--- src/hdl/ssi_pkg.sv ---
package ssi_pkg;

   localparam int TIME_BITS = 32;
   localparam int ANGLE_BITS = 16;
   localparam int PULSE_BITS = 12;
   localparam int QCNT_BITS = $clog2(ANGLE_BITS);

   localparam logic [ANGLE_BITS-1:0] FULL_ANGLE = 16'd46080;
   localparam logic [PULSE_BITS-1:0] PULSE_MIN = 12'd500;
   localparam logic [TIME_BITS-1:0] RESET_LENGTH = TIME_BITS'(2000);

   localparam logic [1:0] OP_TICK = 2'd0;
   localparam logic [1:0] OP_MOVE = 2'd1;
   localparam logic [1:0] OP_STOP = 2'd2;

   typedef enum logic [2:0] {
      ST_IDLE,
      ST_CHECK,
      ST_MULT,
      ST_DIV,
      ST_ANGLE,
      ST_PULSE,
      ST_SNAP,
      ST_RESTART
   } state_type;

   // 500 + floor(deg * 2000 / 180); deg * 100 / 9 done as deg * 728200 >> 16, exact for deg <= 180
   function automatic logic [PULSE_BITS-1:0] pulse_of(input logic [ANGLE_BITS-1:0] ang);
      logic [7:0]  deg;
      logic [27:0] prod;
      deg = ang[15:8];
      if (deg > 8'd180) begin
         deg = 8'd180;
      end
      prod = 28'(deg) * 28'd728200;
      return PULSE_MIN + prod[27:16];
   endfunction

   // (p - 500) * 46080 / 2000 = z * 576 / 25; /25 as * 2684355 >> 26, exact for z <= 2000
   function automatic logic [ANGLE_BITS-1:0] angle_of_pulse(input logic [PULSE_BITS-1:0] p);
      logic [PULSE_BITS-1:0] z;
      logic [42:0]           prod;
      z = p - PULSE_MIN;
      prod = 43'(z) * 43'd1546188480;
      if (p < PULSE_MIN) begin
         return '0;
      end
      return prod[41:26];
   endfunction

endpackage

--- src/hdl/ssi_req_if.sv ---
interface ssi_req_if import ssi_pkg::*; ();
   logic                  valid;
   logic                  ready;
   logic [1:0]            op;
   logic [ANGLE_BITS-1:0] aim_angle;
   logic [31:0]           move_duration;

   modport source (output valid, output op, output aim_angle, output move_duration,
                   input ready);
   modport sink (input valid, input op, input aim_angle, input move_duration,
                 output ready);
endinterface

--- src/hdl/ssi_rsp_if.sv ---
interface ssi_rsp_if import ssi_pkg::*; ();
   logic                  valid;
   logic                  ready;
   logic [PULSE_BITS-1:0] pulse_width;
   logic                  moving;
   logic [ANGLE_BITS-1:0] servo_angle;

   modport source (output valid, output pulse_width, output moving, output servo_angle,
                   input ready);
   modport sink (input valid, input pulse_width, input moving, input servo_angle,
                 output ready);
endinterface

--- src/hdl/servo_sweep_interpolator_unit.sv ---
// Servo sweep interpolator: linear ramp of a servo pulse width between angles.
// req_ch carries one request: a millisecond tick, a move to aim_angle over
// move_duration ms, or a stop. rsp_ch returns exactly one result per request:
// the pulse width in us, the moving flag and the current Q8.8 angle.
// Requests are taken one at a time; req_ch.ready is high only while idle.
// A tick during a move passes an elapsed-time check, one 16 x TIME_BITS
// multiply, the shared restoring divider (a 16-bit quotient, one quotient bit
// per cycle), the angle and pulse updates and the output register. A tick that
// ends a move passes the check, the pulse snap and the reverse-move setup; a
// move request passes the move setup alone; a stop or idle tick finishes in the
// idle state. The next request can be accepted once a result has moved into the
// output register. The divider loop sets the rate.
// Results sit in an output register; the next request is accepted while a
// result waits, but a finished request stalls until rsp_ch frees the register.
// Synchronous reset: idle, no result pending, pulse 500 us, angle 180 deg,
// move length 2000 ms, millisecond counter zero.
module servo_sweep_interpolator_unit import ssi_pkg::*; (
   input  logic      clock,
   input  logic      reset,
   ssi_req_if.sink   req_ch,
   ssi_rsp_if.source rsp_ch
);

   state_type state_ff, state_in;

   logic [TIME_BITS-1:0]  ms_ff, ms_in;
   logic [TIME_BITS-1:0]  start_ff, start_in;
   logic [TIME_BITS-1:0]  len_ff, len_in;
   logic [ANGLE_BITS-1:0] from_ff, from_in;
   logic [ANGLE_BITS-1:0] to_ff, to_in;
   logic                  motion_ff, motion_in;
   logic [PULSE_BITS-1:0] pulse_ff, pulse_in;
   logic [ANGLE_BITS-1:0] cur_ff, cur_in;

   logic [TIME_BITS-1:0]  el_ff, el_in;
   logic                  down_ff, down_in;
   logic [TIME_BITS-1:0]  rem_ff, rem_in;
   logic [ANGLE_BITS-1:0] low_ff, low_in;
   logic [ANGLE_BITS-1:0] quot_ff, quot_in;
   logic [QCNT_BITS-1:0]  cnt_ff, cnt_in;
   logic [ANGLE_BITS-1:0] angle_ff, angle_in;
   logic                  done_ff, done_in;

   logic                  rsp_valid_ff, rsp_valid_in;
   logic [PULSE_BITS-1:0] rsp_pulse_ff, rsp_pulse_in;
   logic                  rsp_moving_ff, rsp_moving_in;
   logic [ANGLE_BITS-1:0] rsp_angle_ff, rsp_angle_in;

   logic                  accept;
   logic                  emit;
   logic [ANGLE_BITS-1:0] diff;
   logic [TIME_BITS+ANGLE_BITS-1:0] prod;
   logic [TIME_BITS:0]    trial;
   logic                  fits;

   assign accept = req_ch.valid && req_ch.ready;
   // a finished request moves to the output register once it is free
   assign emit = done_ff && (!rsp_valid_ff || rsp_ch.ready);

   assign req_ch.ready         = (state_ff == ST_IDLE) && !done_ff;
   assign rsp_ch.valid         = rsp_valid_ff;
   assign rsp_ch.pulse_width   = rsp_pulse_ff;
   assign rsp_ch.moving        = rsp_moving_ff;
   assign rsp_ch.servo_angle   = rsp_angle_ff;

   // shared multiply / divide datapath
   assign diff  = down_ff ? (from_ff - to_ff) : (to_ff - from_ff);
   assign prod  = (TIME_BITS+ANGLE_BITS)'(diff) * (TIME_BITS+ANGLE_BITS)'(el_ff);
   assign trial = {rem_ff, low_ff[ANGLE_BITS-1]};
   assign fits  = trial >= {1'b0, len_ff};

   always_comb begin
      state_in = state_ff;
      case (state_ff)
         ST_IDLE: begin
            if (accept) begin
               case (req_ch.op)
                  OP_TICK: state_in = motion_ff ? ST_CHECK : ST_IDLE;
                  OP_MOVE: state_in = ST_RESTART;
                  default: state_in = ST_IDLE;
               endcase
            end
         end
         ST_CHECK: state_in = ((ms_ff - start_ff) >= len_ff) ? ST_SNAP : ST_MULT;
         ST_MULT:  state_in = ST_DIV;
         ST_DIV:   state_in = (cnt_ff == '0) ? ST_ANGLE : ST_DIV;
         ST_ANGLE: state_in = ST_PULSE;
         ST_PULSE: state_in = ST_IDLE;
         ST_SNAP:  state_in = ST_RESTART;
         ST_RESTART: state_in = ST_IDLE;
         default:  state_in = ST_IDLE;
      endcase
   end

   always_comb begin
      ms_in     = ms_ff;
      start_in  = start_ff;
      len_in    = len_ff;
      from_in   = from_ff;
      to_in     = to_ff;
      motion_in = motion_ff;
      pulse_in  = pulse_ff;
      cur_in    = cur_ff;
      el_in     = el_ff;
      down_in   = down_ff;
      rem_in    = rem_ff;
      low_in    = low_ff;
      quot_in   = quot_ff;
      cnt_in    = cnt_ff;
      angle_in  = angle_ff;
      done_in   = done_ff && !emit;

      rsp_valid_in  = rsp_valid_ff && !rsp_ch.ready;
      rsp_pulse_in  = rsp_pulse_ff;
      rsp_moving_in = rsp_moving_ff;
      rsp_angle_in  = rsp_angle_ff;
      if (emit) begin
         rsp_valid_in  = 1'b1;
         rsp_pulse_in  = pulse_ff;
         rsp_moving_in = motion_ff;
         rsp_angle_in  = cur_ff;
      end

      case (state_ff)
         ST_IDLE: begin
            if (accept) begin
               case (req_ch.op)
                  OP_TICK: begin
                     ms_in   = ms_ff + 1'b1;
                     done_in = !motion_ff;
                  end
                  OP_MOVE: begin
                     to_in  = (req_ch.aim_angle > FULL_ANGLE) ? FULL_ANGLE
                                                              : req_ch.aim_angle;
                     len_in = req_ch.move_duration[TIME_BITS-1:0];
                  end
                  OP_STOP: begin
                     motion_in = 1'b0;
                     cur_in    = to_ff;
                     done_in   = 1'b1;
                  end
                  default: begin
                     done_in = 1'b1;
                  end
               endcase
            end
         end
         ST_CHECK: begin
            el_in   = ms_ff - start_ff;
            down_in = to_ff < from_ff;
         end
         ST_MULT: begin
            // quotient < diff, so the top bits of the product start below the divisor
            rem_in  = prod[TIME_BITS+ANGLE_BITS-1:ANGLE_BITS];
            low_in  = prod[ANGLE_BITS-1:0];
            quot_in = '0;
            cnt_in  = QCNT_BITS'(ANGLE_BITS - 1);
         end
         ST_DIV: begin
            rem_in  = fits ? TIME_BITS'(trial - {1'b0, len_ff}) : trial[TIME_BITS-1:0];
            low_in  = {low_ff[ANGLE_BITS-2:0], 1'b0};
            quot_in = {quot_ff[ANGLE_BITS-2:0], fits};
            cnt_in  = cnt_ff - 1'b1;
         end
         ST_ANGLE: begin
            angle_in = down_ff ? (from_ff - quot_ff) : (from_ff + quot_ff);
         end
         ST_PULSE: begin
            pulse_in = pulse_of(angle_ff);
            cur_in   = angle_ff;
            done_in  = 1'b1;
         end
         ST_SNAP: begin
            pulse_in = pulse_of(to_ff);
            to_in    = (to_ff >= FULL_ANGLE) ? '0 : FULL_ANGLE;
         end
         ST_RESTART: begin
            from_in   = angle_of_pulse(pulse_ff);
            start_in  = ms_ff;
            motion_in = 1'b1;
            cur_in    = (len_ff == '0) ? to_ff : angle_of_pulse(pulse_ff);
            done_in   = 1'b1;
         end
         default: begin
            done_in = done_ff && !emit;
         end
      endcase
   end

   always_ff @(posedge clock) begin
      if (reset) begin
         state_ff     <= ST_IDLE;
         ms_ff        <= '0;
         start_ff     <= '0;
         len_ff       <= RESET_LENGTH;
         from_ff      <= '0;
         to_ff        <= FULL_ANGLE;
         motion_ff    <= 1'b0;
         pulse_ff     <= PULSE_MIN;
         cur_ff       <= FULL_ANGLE;
         done_ff      <= 1'b0;
         rsp_valid_ff <= 1'b0;
      end else begin
         state_ff     <= state_in;
         ms_ff        <= ms_in;
         start_ff     <= start_in;
         len_ff       <= len_in;
         from_ff      <= from_in;
         to_ff        <= to_in;
         motion_ff    <= motion_in;
         pulse_ff     <= pulse_in;
         cur_ff       <= cur_in;
         done_ff      <= done_in;
         rsp_valid_ff <= rsp_valid_in;
      end
   end

   always_ff @(posedge clock) begin
      el_ff         <= el_in;
      down_ff       <= down_in;
      rem_ff        <= rem_in;
      low_ff        <= low_in;
      quot_ff       <= quot_in;
      cnt_ff        <= cnt_in;
      angle_ff      <= angle_in;
      rsp_pulse_ff  <= rsp_pulse_in;
      rsp_moving_ff <= rsp_moving_in;
      rsp_angle_ff  <= rsp_angle_in;
   end

endmodule
--- src/flat_wrapper.sv ---
// flat-port wrapper written by rule: the top's interface ports become plain ports
module servo_sweep_interpolator_unit_flat import ssi_pkg::*;
  (clock, reset, req_ch_valid, req_ch_op, req_ch_aim_angle, req_ch_move_duration, req_ch_ready, rsp_ch_valid, rsp_ch_pulse_width, rsp_ch_moving, rsp_ch_servo_angle, rsp_ch_ready);
  ssi_req_if req_ch_i ();
  ssi_rsp_if rsp_ch_i ();
  input  logic clock;
  input  logic reset;
  input wire logic [$bits(req_ch_i.valid)-1:0] req_ch_valid;
  input wire logic [$bits(req_ch_i.op)-1:0] req_ch_op;
  input wire logic [$bits(req_ch_i.aim_angle)-1:0] req_ch_aim_angle;
  input wire logic [$bits(req_ch_i.move_duration)-1:0] req_ch_move_duration;
  output wire logic [$bits(req_ch_i.ready)-1:0] req_ch_ready;
  output wire logic [$bits(rsp_ch_i.valid)-1:0] rsp_ch_valid;
  output wire logic [$bits(rsp_ch_i.pulse_width)-1:0] rsp_ch_pulse_width;
  output wire logic [$bits(rsp_ch_i.moving)-1:0] rsp_ch_moving;
  output wire logic [$bits(rsp_ch_i.servo_angle)-1:0] rsp_ch_servo_angle;
  input wire logic [$bits(rsp_ch_i.ready)-1:0] rsp_ch_ready;
  assign req_ch_i.valid = req_ch_valid;
  assign req_ch_i.op = req_ch_op;
  assign req_ch_i.aim_angle = req_ch_aim_angle;
  assign req_ch_i.move_duration = req_ch_move_duration;
  assign req_ch_ready = req_ch_i.ready;
  assign rsp_ch_valid = rsp_ch_i.valid;
  assign rsp_ch_pulse_width = rsp_ch_i.pulse_width;
  assign rsp_ch_moving = rsp_ch_i.moving;
  assign rsp_ch_servo_angle = rsp_ch_i.servo_angle;
  assign rsp_ch_i.ready = rsp_ch_ready;
  servo_sweep_interpolator_unit u_core (.clock(clock), .reset(reset), .req_ch(req_ch_i), .rsp_ch(rsp_ch_i));
endmodule
--- config.mk ---
export PLATFORM = sky130hd
export DESIGN_NAME = servo_sweep_interpolator_unit_flat
export DESIGN_NICKNAME = d
export VERILOG_FILES = /design/src/hdl/ssi_pkg.sv /design/src/hdl/ssi_req_if.sv /design/src/hdl/ssi_rsp_if.sv /design/src/hdl/servo_sweep_interpolator_unit.sv /design/src/flat_wrapper.sv
export SDC_FILE = /design/constraint.sdc
export NUM_CORES = 2
export LEC_CHECK = 0
export BUFFER_PORTS_ARGS = -buffer_cell sky130_fd_sc_hd__buf_2
export CAP_MARGIN = 20
export CORE_MARGIN = 10
export CORE_UTILIZATION = 37
export DETAILED_ROUTE_END_ITERATION = 6
export PLACE_DENSITY_LB_ADDON = 0.25
export SYNTH_ARGS = -nofsm -noshare
export SYNTH_HDL_FRONTEND = slang
export SYNTH_SLANG_ARGS = --single-unit
export TNS_END_PERCENT = 10
--- constraint.sdc ---
create_clock -name clock -period 15.9 [get_ports clock]
set_input_delay 0.795 -clock clock [delete_from_list [all_inputs] [get_ports clock]]
set_output_delay 0.795 -clock clock [all_outputs]
set_load 0.05 [all_outputs]
==> key figures <==
STA
  • Worst Skew: 0.03465 ns
  • Maximum clock frequency: 100.1 MHz
  • Final Cycle Share: 62.82%
  • Fin crit period: 9.989 ns
  • RSZ-0062 raised after global routing: no
  • Max Slew Vio Count: 0
  • Final setup fails: 0
  • Max-slew headroom: 27.47%
  • Worst slew pin tran: 1.087 ns
  • Setup TNS: 0 ns
  • Final hold violations: 0

Clock tree
  • Post-CTS Setup Bufs: 0
  • TritonCTS clock tree: built
  • Hold buffer count at cts: 0
  • Post-CTS resize count: 0
  • CTS Sinks: 308
  • Clock Pin Slew Worst Setup and Hold Paths: 0.07 ns
  • Num CTS Buffers: 36
  • Worst skew pair latency: 0.57 ns
  • CTS max path bufs: 3
  • Root Buffer: clkbuf_16
  • H-tree levels: 2

Final layout
  • Reg area: 7627 sq um
  • Commonest non-fill, non-tap cells in the layout: 900 x inv_1, 634 x nand2_1, 552 x fa_1
  • Layout Utilization: 40.21%
  • Nets: 5962
  • Multi-input gate area: 31230 sq um
  • Synth-to-layout area growth: 7.689%
  • Layout cells sized above 1: 5.019%
  • Leading cell type in the layout, fill and taps excluded: inv_1
  • Number of fill cells in the layout: 11580

Setup path
  • Worst Path Required: 16.18 ns
  • Critical path peak fanout: 32
  • Critical path startpoint category: flop
  • Critical Setup Path Class: flop to flop
  • Endpoint class of the critical path: flop
  • Top cell by count, worst path: fa_1
  • Arr. time, crit path: 10.27 ns
  • CP max-delay cell: a311oi_1
  • CP max stage delay: 0.74 ns

Run
  • Max Cap Viol: 0

Pwr
  • Pwr Density: 166.3 nW/um^2
  • Clock power frac: 11.4%
  • Leak pwr: 21.81 nW
  • Switching share of power: 51.17%
  • Worst VDD drop: 0.0001463 V
  • Int Pwr: 0.003743 W
  • Comb power frac: 73.7%
  • Psw: 0.003923 W
  • Reg power frac: 14.9%

Yosys
  • Main combinational cell family by area after synthesis: adder cells
  • Synth Area in Simple Gates: 15.33%
  • Mux cell area share after synthesis: 0.5465%
  • Syn Area/Cell: 8.739 sq um
  • Synth Instances: 4899
  • Register bit total from synthesis: 308
  • Synthesized area: 42810 sq um
  • YS warnings: 0
  • Distinct cells, synth: 87
  • Post-synthesis sequential area ratio: 17.82%
  • Post-synth EDFFs: 146
  • Synth Area in XOR/XNOR: 4.194%
  • Compound-Gate Fraction of Synth Area: 12.66%
  • Main synth FF type: dfxtp_1
  • Synth Area in Adders: 39.87%
  • FFs w/ async S/R, synth: 0%

Global route
  • Vias in the first global route: 34170
  • Most Crowded Layer GR: met2
  • Met3 Use GR: 2.303%
  • First-pass GRT wire length: 194200 um
  • Grt ovf: 0
  • GR Layer Usage met1: 26.60%
  • GRT Resource Usage Total: 18.64%
  • Met2 Use GR: 29.60%
  • Largest net degree at the start of global routing: 69
  • Initial antenna violation count: 7

Place
  • Gpl congestion: 0.9057
  • Port bufs: 84
  • Detailed Place HPWL: 95060 um

Floorplanning
  • Ports: 85
  • Die height: 360.2 um
  • Die ar.: 129700 sq um
  • Rows: 124
  • Core ar.: 114700 sq um
  • Initial Util: 37.34%
  • Die W: 360.2 um

Detailed routing
  • WL/cell: 18.92 um
  • Final WL: 121400 um
  • Routed vias/inst: 5.177
  • # DRC: 0
  • Drt first-iter violations: 2251
  • First-pass iteration count of the detailed router: 6
  • Vias: 33210
  • Detail Route Antenna Nets: 0

Outcome
  • Status: finished, final reports clean

Worst hold path
  • Worst hold path type: flop to flop
## path summary, 6_finish.rpt
path                                       start  depth (start not counted)                                     end  slack, ns
setup / recovery  u_core.from_ff[1]$_SDFFE_PP0P_                         32             u_core.rem_ff[30]$_DFFE_PP_       5.91
hold / removal     u_core.cur_ff[1]$_SDFFE_PP0P_                          0  u_core.rsp_ch.servo_angle[1]$_DFFE_PP_       0.44
setup reg to reg  u_core.from_ff[1]$_SDFFE_PP0P_                         32             u_core.rem_ff[30]$_DFFE_PP_       5.91
hold reg to reg    u_core.cur_ff[1]$_SDFFE_PP0P_                          0  u_core.rsp_ch.servo_angle[1]$_DFFE_PP_       0.44
## metrics by stage
stage	hold WS (ns)	cells	worst slack, ns	area (sq um)	power [W]
after floorplan	0.4080	4900	7.232	42820	0.005182
after global placement	0.4420	6348	6.133	44860	0.006677
after detailed placement	0.4379	6349	5.989	44870	0.006714
after CTS	0.4453	6413	5.907	46100	0.007647
after global routing	0.4509	6414	5.429	46110	0.008422
final	0.4420	6414	5.911	46110	0.007666
## area by class of cell
type	instances	area share, %
Clock inverter	18	0.4505
Antenna cell	1	0.005428
Sequential cell	308	16.54
Clock buffer	46	2.217
Timing Repair Buffer	126	1.609
Tap cell	1512	4.103
Inverter	901	7.335
Multi-Input combinational cell	3502	67.74
## layer usage
| layer | vias to the layer above | wire length (um) |
|---|---|---|
| li1 | 15810 | - |
| met1 | 16350 | 57060 |
| met2 | 872 | 53840 |
| met3 | 158 | 7352 |
| met4 | 12 | 3053 |
| met5 | - | 74 |
## power groups by stage
stage | logic (W) | clock network [W] | registers, W
CTS | 0.00561 | 0.000900 | 0.00114
finish | 0.00565 | 0.000874 | 0.00114
global route | 0.00635 | 0.000924 | 0.00115
detailed placement | 0.00556 | 0 | 0.00115
floorplan | 0.00406 | 0 | 0.00112
global placement | 0.00552 | 0 | 0.00116
## cell families (layout without fill, tap and decap cells)
family / count (synthesis) / after routing
AOI/OAI and AO/OA: 842 / 842
xor gates and xnor gates: 205 / 205
adders and majority gates: 1033 / 1033
other: 1 / 3
buffers and inverters: 1090 / 1091
muxes: 23 / 23
and+or+nand+nor: 1397 / 1397
DFF: 308 / 308
## critical path, delay by kind of cell, from the launching register on
family	cells	cell delay, ns
compound gates	13	3.63
buf+inv	5	0.62
xor+xnor	2	0.31
simple gates	4	0.56
flops	1	0.50
fa+ha+maj	8	4.04
## cells in the mapped netlist (75+ instances only)
cell type | number | share of area (%)
xnor2_1 | 130 | 2.7
and2_1 | 145 | 2.1
clkbuf_1 | 177 | 1.6
a21o_1 | 105 | 1.8
fa_1 | 552 | 26
dfxtp_1 | 162 | 7.6
o21ai_0 | 146 | 1.7
edfxtp_1 | 146 | 10
nor2_1 | 233 | 2.0
xor2_1 | 75 | 1.5
inv_1 | 900 | 7.9
ha_1 | 481 | 14
nand2_1 | 636 | 5.6
a21oi_1 | 281 | 3.3
## flip-flops by register name, summed over array words and instances (netlist names), 16 cells and up
register and cells:
u_core.len_ff 32, u_core.rem_ff 32, u_core.low_ff 16, u_core.rsp_ch.servo_angle 16, u_core.cur_ff 16, u_core.quot_ff 16
u_core.el_ff 32, u_core.angle_ff 16, u_core.ms_ff 32, u_core.start_ff 32, u_core.from_ff 16, u_core.to_ff 16
Note: power is estimated with default switching activity, not from simulation.
